===== src/rtl/pwa_pkg.sv =====
// Package for the PWM pulse-width averager: payload structs, phase and
// sequencer encodings, and shared constants. No dependencies.
package pwa_pkg;

  // Default number of widths held in the averaging window.
  localparam int unsigned WINDOW_DEPTH_DEF = 50;
  // Reset value of the re-arm timeout, in microseconds.
  localparam logic [31:0] REARM_TIMEOUT_RST = 32'd3000;
  // Depth of the job queue between front and back, and its pointer width.
  localparam int unsigned QUEUE_DEPTH = 2;
  localparam int unsigned QPTR_W      = 1;

  // Capture phase of the pulse machine.
  typedef enum logic [1:0] {
    PH_WAIT = 2'd0,
    PH_HIGH = 2'd1,
    PH_LOW  = 2'd2
  } phase_e;

  // Sequencer states of the averaging back end.
  typedef enum logic [2:0] {
    BK_IDLE,
    BK_READ,
    BK_UPDATE,
    BK_DIV,
    BK_OUT
  } back_state_e;

  // One polled pin sample.
  typedef struct packed {
    logic        pin_level;
    logic [31:0] time_us;
  } in_t;

  // One result transaction.
  typedef struct packed {
    logic        pulse_done;
    logic [31:0] pulse_width_us;
    logic [31:0] average_width_us;
    logic [5:0]  stored_count;
    logic [1:0]  phase;
  } out_t;

  // Classified sample handed from the front end to the back end.
  typedef struct packed {
    logic        done;
    logic [31:0] width;
    phase_e      phase;
  } job_t;

endpackage


===== src/rtl/pwa_front.sv =====
// Front end of the PWM pulse-width averager: runs the capture phase machine
// on each accepted sample and emits a job. Depends on pwa_pkg.
module pwa_front (
  input  logic           clk_i,
  input  logic           rst_ni,
  input  logic           cfg_we_i,
  input  logic [31:0]    cfg_wdata_i,
  input  logic           accept_i,
  input  pwa_pkg::in_t   in_i,
  output pwa_pkg::job_t  job_o
);
  import pwa_pkg::*;

  phase_e      phase_q, phase_d;
  logic [31:0] rise_q, fall_q, width_q, timeout_q;
  logic [31:0] since_fall, new_width;
  logic        capture_rise, capture_fall;

  assign since_fall = in_i.time_us - fall_q;
  assign new_width  = in_i.time_us - rise_q;

  // Next phase from the current phase and the sampled level.
  always_comb begin
    phase_d = phase_q;
    unique case (phase_q)
      PH_HIGH: begin
        if (!in_i.pin_level) phase_d = PH_LOW;
      end
      PH_LOW: begin
        if (since_fall > timeout_q) phase_d = PH_WAIT;
      end
      default: begin
        phase_d = in_i.pin_level ? PH_HIGH : PH_WAIT;
      end
    endcase
  end

  // Edge captures implied by the current phase.
  always_comb begin
    capture_rise = 1'b0;
    capture_fall = 1'b0;
    unique case (phase_q)
      PH_HIGH: capture_fall = !in_i.pin_level;
      PH_LOW:  ;
      default: capture_rise = in_i.pin_level;
    endcase
  end

  // Job describing what this sample did.
  always_comb begin
    job_o.done  = capture_fall;
    job_o.width = capture_fall ? new_width : width_q;
    job_o.phase = phase_d;
  end

  // Phase and timestamps advance on each accepted sample.
  always_ff @(posedge clk_i or negedge rst_ni) begin
    if (!rst_ni) begin
      phase_q   <= PH_WAIT;
      rise_q    <= '0;
      fall_q    <= '0;
      width_q   <= '0;
      timeout_q <= REARM_TIMEOUT_RST;
    end else begin
      if (cfg_we_i) timeout_q <= cfg_wdata_i;
      if (accept_i) begin
        phase_q <= phase_d;
        if (capture_rise) rise_q <= in_i.time_us;
        if (capture_fall) begin
          fall_q  <= in_i.time_us;
          width_q <= new_width;
        end
      end
    end
  end

endmodule


===== src/rtl/pwa_queue.sv =====
// Short job queue between front and back ends of the PWM pulse-width
// averager. Depends on pwa_pkg.
module pwa_queue (
  input  logic           clk_i,
  input  logic           rst_ni,
  input  logic           wr_i,
  input  pwa_pkg::job_t  wr_data_i,
  output logic           full_o,
  input  logic           rd_i,
  output pwa_pkg::job_t  rd_data_o,
  output logic           empty_o
);
  import pwa_pkg::*;

  localparam int unsigned CNT_W = $clog2(QUEUE_DEPTH + 1);

  job_t              entry_q [QUEUE_DEPTH];
  logic [QPTR_W-1:0] wptr_q, rptr_q;
  logic [CNT_W-1:0]  cnt_q;

  assign full_o    = (cnt_q == CNT_W'(QUEUE_DEPTH));
  assign empty_o   = (cnt_q == '0);
  assign rd_data_o = entry_q[rptr_q];

  // Pointer and occupancy bookkeeping.
  always_ff @(posedge clk_i or negedge rst_ni) begin
    if (!rst_ni) begin
      wptr_q <= '0;
      rptr_q <= '0;
      cnt_q  <= '0;
    end else begin
      if (wr_i) wptr_q <= wptr_q + QPTR_W'(1);
      if (rd_i) rptr_q <= rptr_q + QPTR_W'(1);
      if (wr_i && !rd_i)      cnt_q <= cnt_q + CNT_W'(1);
      else if (rd_i && !wr_i) cnt_q <= cnt_q - CNT_W'(1);
    end
  end

  // Entry storage.
  always_ff @(posedge clk_i) begin
    if (wr_i) entry_q[wptr_q] <= wr_data_i;
  end

endmodule


===== src/rtl/pwa_back.sv =====
// Back end of the PWM pulse-width averager: keeps the width ring and running
// sum, divides for the mean bit by bit and holds the result. Depends on pwa_pkg.
module pwa_back #(
  parameter int unsigned WINDOW_DEPTH = pwa_pkg::WINDOW_DEPTH_DEF
) (
  input  logic           clk_i,
  input  logic           rst_ni,
  input  logic           q_empty_i,
  input  pwa_pkg::job_t  q_data_i,
  output logic           q_rd_o,
  output logic           out_valid_o,
  input  logic           out_pop_i,
  output pwa_pkg::out_t  out_o
);
  import pwa_pkg::*;

  localparam int unsigned CNT_W  = $clog2(WINDOW_DEPTH + 1);
  localparam int unsigned SLOT_W = (WINDOW_DEPTH > 1) ? $clog2(WINDOW_DEPTH) : 1;
  localparam int unsigned SUM_W  = 32 + CNT_W;
  localparam int unsigned STEP_W = $clog2(SUM_W);

  back_state_e       state_q, state_d;
  job_t              job_q;
  logic [31:0]       ring_mem [WINDOW_DEPTH];
  logic [31:0]       old_q;
  logic [SLOT_W-1:0] slot_q;
  logic [CNT_W-1:0]  count_q, count_d;
  logic [SUM_W-1:0]  sum_q, sum_d;
  logic [31:0]       mean_q;
  logic [SUM_W-1:0]  quo_q, quo_next;
  logic [CNT_W-1:0]  rem_q, rem_next;
  logic [CNT_W-1:0]  den_q;
  logic [STEP_W-1:0] step_q;
  logic [CNT_W:0]    trial;
  logic              ge;
  logic              win_full, out_valid_q, out_free;
  logic              mem_rd, do_update, div_step, out_load;
  out_t              out_q;

  assign win_full    = (count_q == CNT_W'(WINDOW_DEPTH));
  assign out_free    = !out_valid_q || out_pop_i;
  assign out_valid_o = out_valid_q;
  assign out_o       = out_q;

  // Next sequencer state.
  always_comb begin
    state_d = state_q;
    unique case (state_q)
      BK_IDLE: begin
        if (!q_empty_i) state_d = q_data_i.done ? BK_READ : BK_OUT;
      end
      BK_READ:   state_d = BK_UPDATE;
      BK_UPDATE: state_d = BK_DIV;
      BK_DIV: begin
        if (step_q == '0) state_d = BK_OUT;
      end
      BK_OUT: begin
        if (out_free) state_d = BK_IDLE;
      end
      default:   state_d = BK_IDLE;
    endcase
  end

  // Sequencer strobes.
  always_comb begin
    q_rd_o    = 1'b0;
    mem_rd    = 1'b0;
    do_update = 1'b0;
    div_step  = 1'b0;
    out_load  = 1'b0;
    unique case (state_q)
      BK_IDLE:   q_rd_o    = !q_empty_i;
      BK_READ:   mem_rd    = 1'b1;
      BK_UPDATE: do_update = 1'b1;
      BK_DIV:    div_step  = 1'b1;
      BK_OUT:    out_load  = out_free;
      default:   ;
    endcase
  end

  // Running sum and fill count after storing the new width.
  always_comb begin
    sum_d   = sum_q - (win_full ? SUM_W'(old_q) : '0) + SUM_W'(job_q.width);
    count_d = win_full ? count_q : count_q + CNT_W'(1);
  end

  // One restoring division step: shift in a dividend bit, subtract if it fits.
  always_comb begin
    trial    = {rem_q, quo_q[SUM_W-1]};
    ge       = (trial >= {1'b0, den_q});
    rem_next = ge ? CNT_W'(trial - {1'b0, den_q}) : trial[CNT_W-1:0];
    quo_next = {quo_q[SUM_W-2:0], ge};
  end

  // Control state and datapath registers.
  always_ff @(posedge clk_i or negedge rst_ni) begin
    if (!rst_ni) begin
      state_q     <= BK_IDLE;
      slot_q      <= '0;
      count_q     <= '0;
      sum_q       <= '0;
      mean_q      <= '0;
      out_valid_q <= 1'b0;
    end else begin
      state_q <= state_d;
      if (do_update) begin
        sum_q   <= sum_d;
        count_q <= count_d;
        slot_q  <= (slot_q == SLOT_W'(WINDOW_DEPTH - 1)) ? '0 : slot_q + SLOT_W'(1);
      end
      if (div_step && step_q == '0) mean_q <= quo_next[31:0];
      if (out_load)       out_valid_q <= 1'b1;
      else if (out_pop_i) out_valid_q <= 1'b0;
    end
  end

  // Payload registers: job, divider and result.
  always_ff @(posedge clk_i) begin
    if (q_rd_o) job_q <= q_data_i;
    if (do_update) begin
      quo_q  <= sum_d;
      rem_q  <= '0;
      den_q  <= count_d;
      step_q <= STEP_W'(SUM_W - 1);
    end else if (div_step) begin
      quo_q  <= quo_next;
      rem_q  <= rem_next;
      step_q <= step_q - STEP_W'(1);
    end
    if (out_load) begin
      out_q.pulse_done       <= job_q.done;
      out_q.pulse_width_us   <= job_q.width;
      out_q.average_width_us <= mean_q;
      out_q.stored_count     <= 6'(count_q);
      out_q.phase            <= 2'(job_q.phase);
    end
  end

  // Width ring: oldest entry read ahead of the update, new width written in.
  always_ff @(posedge clk_i) begin
    if (mem_rd)    old_q <= ring_mem[slot_q];
    if (do_update) ring_mem[slot_q] <= job_q.width;
  end

endmodule


===== src/rtl/pwm_pulse_width_averager_top.sv =====
// Top level of the PWM pulse-width averager: front end, job queue and back end.
// Depends on pwa_pkg, pwa_front, pwa_queue and pwa_back.
//
//  Channel   Direction  Handshake                  Payload
//  sample    in         push / full                in_i  (pwa_pkg::in_t)
//  result    out        pop / empty                out_o (pwa_pkg::out_t)
//  config    in         cfg_we_i, no back-pressure cfg_wdata_i (re-arm timeout)
//
// A pulse-completing sample passes the back end's read, update, bit-serial
// mean division and output states; other samples go from idle to output. The
// front end takes a sample in every cycle until the two-entry job queue fills.
// The width ring needs no clearing after reset. A held result in the output
// register stalls the back end and, once the queue fills, the front end too.
module pwm_pulse_width_averager_top #(
  parameter int unsigned WINDOW_DEPTH = pwa_pkg::WINDOW_DEPTH_DEF
) (
  input  logic          clk_i,
  input  logic          rst_ni,
  input  logic          push,
  output logic          full,
  input  pwa_pkg::in_t  in_i,
  output logic          empty,
  input  logic          pop,
  output pwa_pkg::out_t out_o,
  input  logic          cfg_we_i,
  input  logic [31:0]   cfg_wdata_i
);
  import pwa_pkg::*;

  job_t front_job, q_job;
  logic q_full, q_empty, q_rd, accept, out_valid;

  // A sample transaction completes when the queue has room.
  assign full   = q_full;
  assign accept = push && !q_full;
  assign empty  = !out_valid;

  pwa_front u_front (
    .clk_i       (clk_i),
    .rst_ni      (rst_ni),
    .cfg_we_i    (cfg_we_i),
    .cfg_wdata_i (cfg_wdata_i),
    .accept_i    (accept),
    .in_i        (in_i),
    .job_o       (front_job)
  );

  pwa_queue u_queue (
    .clk_i     (clk_i),
    .rst_ni    (rst_ni),
    .wr_i      (accept),
    .wr_data_i (front_job),
    .full_o    (q_full),
    .rd_i      (q_rd),
    .rd_data_o (q_job),
    .empty_o   (q_empty)
  );

  pwa_back #(
    .WINDOW_DEPTH (WINDOW_DEPTH)
  ) u_back (
    .clk_i       (clk_i),
    .rst_ni      (rst_ni),
    .q_empty_i   (q_empty),
    .q_data_i    (q_job),
    .q_rd_o      (q_rd),
    .out_valid_o (out_valid),
    .out_pop_i   (pop),
    .out_o       (out_o)
  );

endmodule

===== config.mk =====
export PLATFORM = sky130hd
export DESIGN_NAME = pwm_pulse_width_averager_top
export DESIGN_NICKNAME = d
export VERILOG_FILES = /design/src/rtl/pwa_pkg.sv /design/src/rtl/pwa_front.sv /design/src/rtl/pwa_queue.sv /design/src/rtl/pwa_back.sv /design/src/rtl/pwm_pulse_width_averager_top.sv
export SDC_FILE = /design/constraint.sdc
export NUM_CORES = 2
export LEC_CHECK = 0
export ABC_AREA = 0
export BUFFER_PORTS_ARGS = -buffer_cell sky130_fd_sc_hd__buf_2
export CAP_MARGIN = 20
export CORE_ASPECT_RATIO = 0.7
export CORE_MARGIN = 8
export CORE_UTILIZATION = 50
export DETAILED_ROUTE_END_ITERATION = 6
export PLACE_DENSITY = 0.66
export REMOVE_ABC_BUFFERS = 1
export SLEW_MARGIN = 15
export SYNTH_ARGS = -nofsm -noshare
export SYNTH_HDL_FRONTEND = slang
export SYNTH_SLANG_ARGS = --single-unit

===== constraint.sdc =====
create_clock -name clk_i -period 6.41 [get_ports clk_i]
set_input_delay 0.641 -clock clk_i [delete_from_list [all_inputs] [get_ports clk_i]]
set_output_delay 0.641 -clock clk_i [all_outputs]
set_load 0.01 [all_outputs]

## After elaboration in Yosys (flattened, before gate mapping)

Memories as Yosys holds them, arrays and structs flattened. A register that Yosys moved wholly into a read port is not among the register bits.
Index checks and enable logic that the tools add are counted.

| operators by class | value |
|---|---|
| add/sub/neg operators | 12 |
| order comparisons | 2 |
| equality and inequality tests | 12 |
| mux-type cells | 31 |
| reduce and logical (&&, ||, !) cells | 21 |

Operators by type and width:

| kind | number |
|---|---|
| $mux 38 | 2 |
| $mux 32 | 2 |
| $sub 32x32->32 | 2 |
| $add 38x32->38 | 1 |
| $sub 38x38->38 | 1 |
| $gt 32x32->1 | 1 |
| $mux 6 | 3 |
| $pmux 3 s5 | 1 |
| $mux 1 | 14 |
| $add 6x1->6 const B | 2 |
| $eq 6x6->1 const B | 2 |
| $mux 3 | 4 |
| $mux 2 | 4 |
| $ge 7x6->1 | 1 |
| $eq 3x2->1 const B | 2 |
| $logic_not 1->1 | 6 |
| $logic_not 6->1 | 1 |
| $reduce_bool 2->1 | 3 |
| $sub 6x1->6 const B | 1 |
| $sub 6x6->6 | 1 |
| $eq 2x2->1 const B | 2 |
| $logic_and 1x1->1 | 4 |
| $ne 2x1->1 const B | 2 |
| $pmux 2 s2 | 1 |
| 13 further kinds | 15 |

| word-level totals | value |
|---|---|
| bits in registers | 384 |
| bits in writable memories | 1670 |
| bits of input ports | 70 |
| output and inout port bits | 75 |
| memories kept | 2 |

Memory list:

| memory | words | width | rd ports | clocked after memory_dff | write ports | line | RTL |
|---|---|---|---|---|---|---|---|
| u_back.ring_mem | 50 | 32 | 1 | 1 | 1 | pwa_back.sv:24 | `logic [31:0] ring_mem [WINDOW_DEPTH];` |
| u_queue.entry_q | 2 | 35 | 1 | 0 | 1 | pwa_queue.sv:17 | `job_t entry_q [QUEUE_DEPTH];` |

## Depth between registers and ports, before layout

| logic depth | value |
|---|---|
| depth after elaboration | 7 |
| gate-level depth with buffers | 23 |

## By module

From an unflattened synthesis, not the netlist that was laid out.

| unflattened totals | value |
|---|---|
| cell total of the unflattened synthesis | 5328 |
| area total of the unflattened synthesis | 83515.1 um2 |

Modules (own cells, without submodules):

| module | times used | cells an instance | area each (um2) | seq. area each (um2) |
|---|---|---|---|---|
| pwa_back | 1 | 4157 | 71374.7 | 55963.7 |
| pwa_front | 1 | 1044 | 9260.1 | 3261.9 |
| pwa_queue | 1 | 125 | 2862.7 | 2202.1 |
| pwm_pulse_width_averager_top | 1 | 2 | 17.5 | 0.0 |

## Least setup slack after synthesis

No wires, ideal clock.

| path | value |
|---|---|
| path type | reg-to-reg |
| from | register u_back.slot_q[0] |
| to | memory u_back.ring_mem[48][0], enable pin |
| data arrival time | 4170 ps |
| slack | 1779 ps |
| stages on the path, launching flop included | 8 |
| buffers on the path | 4 |
| period minus slack after synthesis | 4631 ps |
| cells stage by stage | dfrtp_1 buf_2 nor3_1 clkbuf_1 buf_1 clkbuf_1 nand2_1 nor3_1 |

RTL lines:

| what | line | RTL |
|---|---|---|
| start: declaration | pwa_back.sv:26 | `logic [SLOT_W-1:0] slot_q;` |
| start signal: assignment | pwa_back.sv:109 | `slot_q <= (slot_q == SLOT_W'(WINDOW_DEPTH - 1)) ? '0 : slot_q + SLOT_W'(1);` |
| end: declaration | pwa_back.sv:24 |  |

Straight into the memory's write port.

==> results.cfg <==
[sta]
grt_setup_unrepaired = no
final_max_tran_viols = 0
tightestPinTransition_ns = 1.249
fin_hold_ws_ns = 0.05815
max_freq_mhz = 189.1
fin_worst_skew_ns = 0.02149
final_critical_path_setup_slack_ns = 1.122
finalWorstPathRequiredPeriod_ns = 5.288
finalCritPeriodShare_pct = 82.50
finalSetupViolCount = 0
slew_headroom_pct = 15.85
hold_violations = 0

[drt]
vias = 49810
drcViolationCount = 0
firstDrtPassIters = 6
wire_per_inst_um = 27.39
postRouteAntennaNets = 0
detail_route.iter0.violations = 6719
detail_route.wirelength_mm = 217.9
post_drt_via_cell_ratio = 6.261

[worst_setup_path]
worstReg2RegStart = u_front.fall_q[0]
start_kind = flop
cpMaxStageDelayCell = sky130_fd_sc_hd__o211ai_1
setup.worst_path.end_class = flop
cp_data_required_time_ns = 6.91
critical_path_arrival_ns = 5.78
worst_path_largest_cell_delay_ns = 0.54
critPathLaunch = u_front.fall_q[0]
critical_path_peak_fanout = 5
timing.reg2reg.worst_path_depth = 21
worst_setup_slack_for_register_to_register_paths_ns = 1.12
critical_path_cell_sequence = ha_1 > inv_1 > fa_1 > a211o_1 > o211ai_1 > a21oi_1 > o31ai_1 > a21oi_2 > o21ai_1 > o311a_1 > o21bai_1 > xor2_1 > ha_1 > nand4_1 > nor2_1 > nand4_1 > nor3_1 > a211o_1 > nand2_1 > o211ai_1 > o311ai_0
worst_setup_path_type = flop to flop

[die]
die_area_sq_mm = 0.1798
floorplan.die.height_um = 357.2
core_area_sq_mm = 0.1655
io_pins = 145
die_x_um = 503.4
initial_utilization_pct = 50.25
fp-row-count = 125

[global_route]
grt_pass1_wl_mm = 320.5
groute.usage.overall_pct = 23.71
largest_net_degree_at_the_start_of_global_routing = 142
grt_overflow_total = 0
first_global_vias = 48000
antenna_found_initial = 8

[pwr]
max-vdd-ir-drop_mv = 0.3904
power.density_cell_area_mw_per_mm2 = 421.3
leak_nw = 32.15

[clocking]
worst_setup_hold_path_clk_slew_ns = 0.07
insertion_delay_ns = 0.80
cts_buf_count = 182
cts_buffer_depth = 3
clkSinkCount = 2086
cts-htree-levels = 4
cts_root_buf = sky130_fd_sc_hd__clkbuf_16
setup_fix_bufs_post_cts = 0
tritoncts = yes

[synth]
synth.most_common_cell = sky130_fd_sc_hd__edfxtp_1
synthDistinctLibCells = 84
post_synth_most_frequent_cells = sky130_fd_sc_hd__edfxtp_1, sky130_fd_sc_hd__a22oi_1, sky130_fd_sc_hd__nand2_1
yosysWarnings = 0
netlist.area_leader.share_pct = 66.96
yosys_most_used_dff = sky130_fd_sc_hd__edfxtp_1
yosys-top-cells-area = sky130_fd_sc_hd__edfxtp_1, sky130_fd_sc_hd__dfrtp_1, sky130_fd_sc_hd__a22oi_1, sky130_fd_sc_hd__ha_1, sky130_fd_sc_hd__mux2_2
synth-seq-cells = 2086
sequential_share_of_the_synthesized_area_pct = 73.88
netlist_instances = 5361
synth.avg_cell_area_sq_um = 15.51
share_of_async_settable_or_async_resettable_flops_after_synthesis_pct = 10.55
synth_area_sq_mm = 0.08314
synth_area_leader_cell = sky130_fd_sc_hd__edfxtp_1
post_synth_edffs = 1854

[cells_and_area]
fin_area_sq_mm = 0.09356
nNetsFinal = 5831
post-route-util_pct = 56.54
drive_above_1_share_pct = 13.68
area_growth_pct = 12.53

[worst_hold_path]
worstHoldPathCells = 3
worst_hold_start = cfg_wdata_i[29]
holdCritPathClass = input pin to flop

[placement]
place_worst_setup_slack_ns = 0.7317
gp_routability_congestion = 0.9196
place.port_buffers = 144
dpl.hpwl_mm = 130.8
dpl-instance-area_sq_mm = 0.08737

[flow_run]
cap_viol_max_count = 0

[run_status]
outcome = finished, final reports clean
==> per-layer routing <==
| layer | track usage, % | routed length (um) | share of wire, % | vias up |
|---|---|---|---|---|
| met5 | 0 | 31 | 0.014 | - |
| met1 | 37.22 | 95930 | 44 | 25230 |
| li1 | - | - | - | 21560 |
| met2 | 33.86 | 93020 | 43 | 2737 |
| met4 | 5.768 | 4569 | 2.1 | 4 |
| met3 | 4.955 | 24360 | 11 | 282 |
==> power breakdown <==
part | internal, mW | total [mW] | switching (mW)
logic | 4.38 | 11.8 | 7.39
registers | 16.0 | 16.5 | 0.544
clock network | 6.24 | 11.1 | 4.90
total | 26.6 | 39.4 | 12.8
==> placed cells by master (no fill, tap or decap), drive strengths merged, types with 147 or more instances in the layout <==
master / netlist / layout
nor2: 177 / 177
o21ai: 234 / 234
nand2: 281 / 281
ha: 147 / 147
inv: 275 / 278
clkbuf: 165 / 238
edfxtp: 1854 / 1854
dfrtp: 213 / 213
buf: 120 / 304
a22oi: 509 / 509
==> timing repair <==
item / in CTS / in global routing
hold buffers: 15 / 0
endpoints found under the setup margin: 0 / 0
gates resized for setup: 0 / 0
endpoints found under the hold margin: 93 / 0
==> final cells by class <==
cell class	count	area, sq um
Antenna cell	1	2.502
Clock buffer	238	5006
Clock inverter	100	992.2
Fill cell	12810	71910
Inverter	275	1032
Multi-Input combinational cell	2715	20000
Sequential cell	2086	61440
Tap cell	2222	2780
Timing Repair Buffer	319	2313
==> state kept, by name (all words and copies together) (netlist names), 35 cells and up <==
| signal | count |
|---|---|
| u_back.job_q | 35 |
| u_back.out_o | 73 |
| u_back.quo_q | 38 |
| u_back.ring_mem | 1600 |
| u_back.sum_q | 38 |
| u_queue.entry_q | 70 |
==> critical path, delay by kind of cell (launching register included) <==
family	cells	cell delay (ns)
compound gates	11	2.78
fa+ha+maj	3	0.90
simple gates	5	0.78
flops	1	0.35
xor+xnor	1	0.15
buf+inv	1	0.05
==> worst paths after layout <==
check	to
max in group asynchronous	u_front.width_q[2]
setup / recovery	u_queue.entry_q[0][0]
min in group asynchronous	u_back.mean_q[29]
hold / removal	u_front.timeout_q[29]
setup reg to reg	u_queue.entry_q[0][0]
hold reg to reg	u_back.out_o[1]
==> stage by stage <==
step / cells / power (mW) / setup TNS (ns)
after global routing: 7955 / 41.27 / 0
after global placement: 7597 / 28.14 / 0
final: 7956 / 39.42 / 0
after detailed placement: 7600 / 28.36 / 0
after CTS: 7953 / 39.41 / 0
after floorplan: 5076 / 24.57 / -8780.44
==> logic make-up after synthesis <==
group	count (synthesis)	synth area share (%)
DFF	2086	73.88
muxes	167	2.206
AOI/OAI and AO/OA	1477	12.71
adders and majority gates	182	3.055
xor gates and xnor gates	95	1.001
and+or+nand+nor	794	4.545
buffers and inverters	560	2.608
Note: power is estimated with default switching activity, not from simulation.
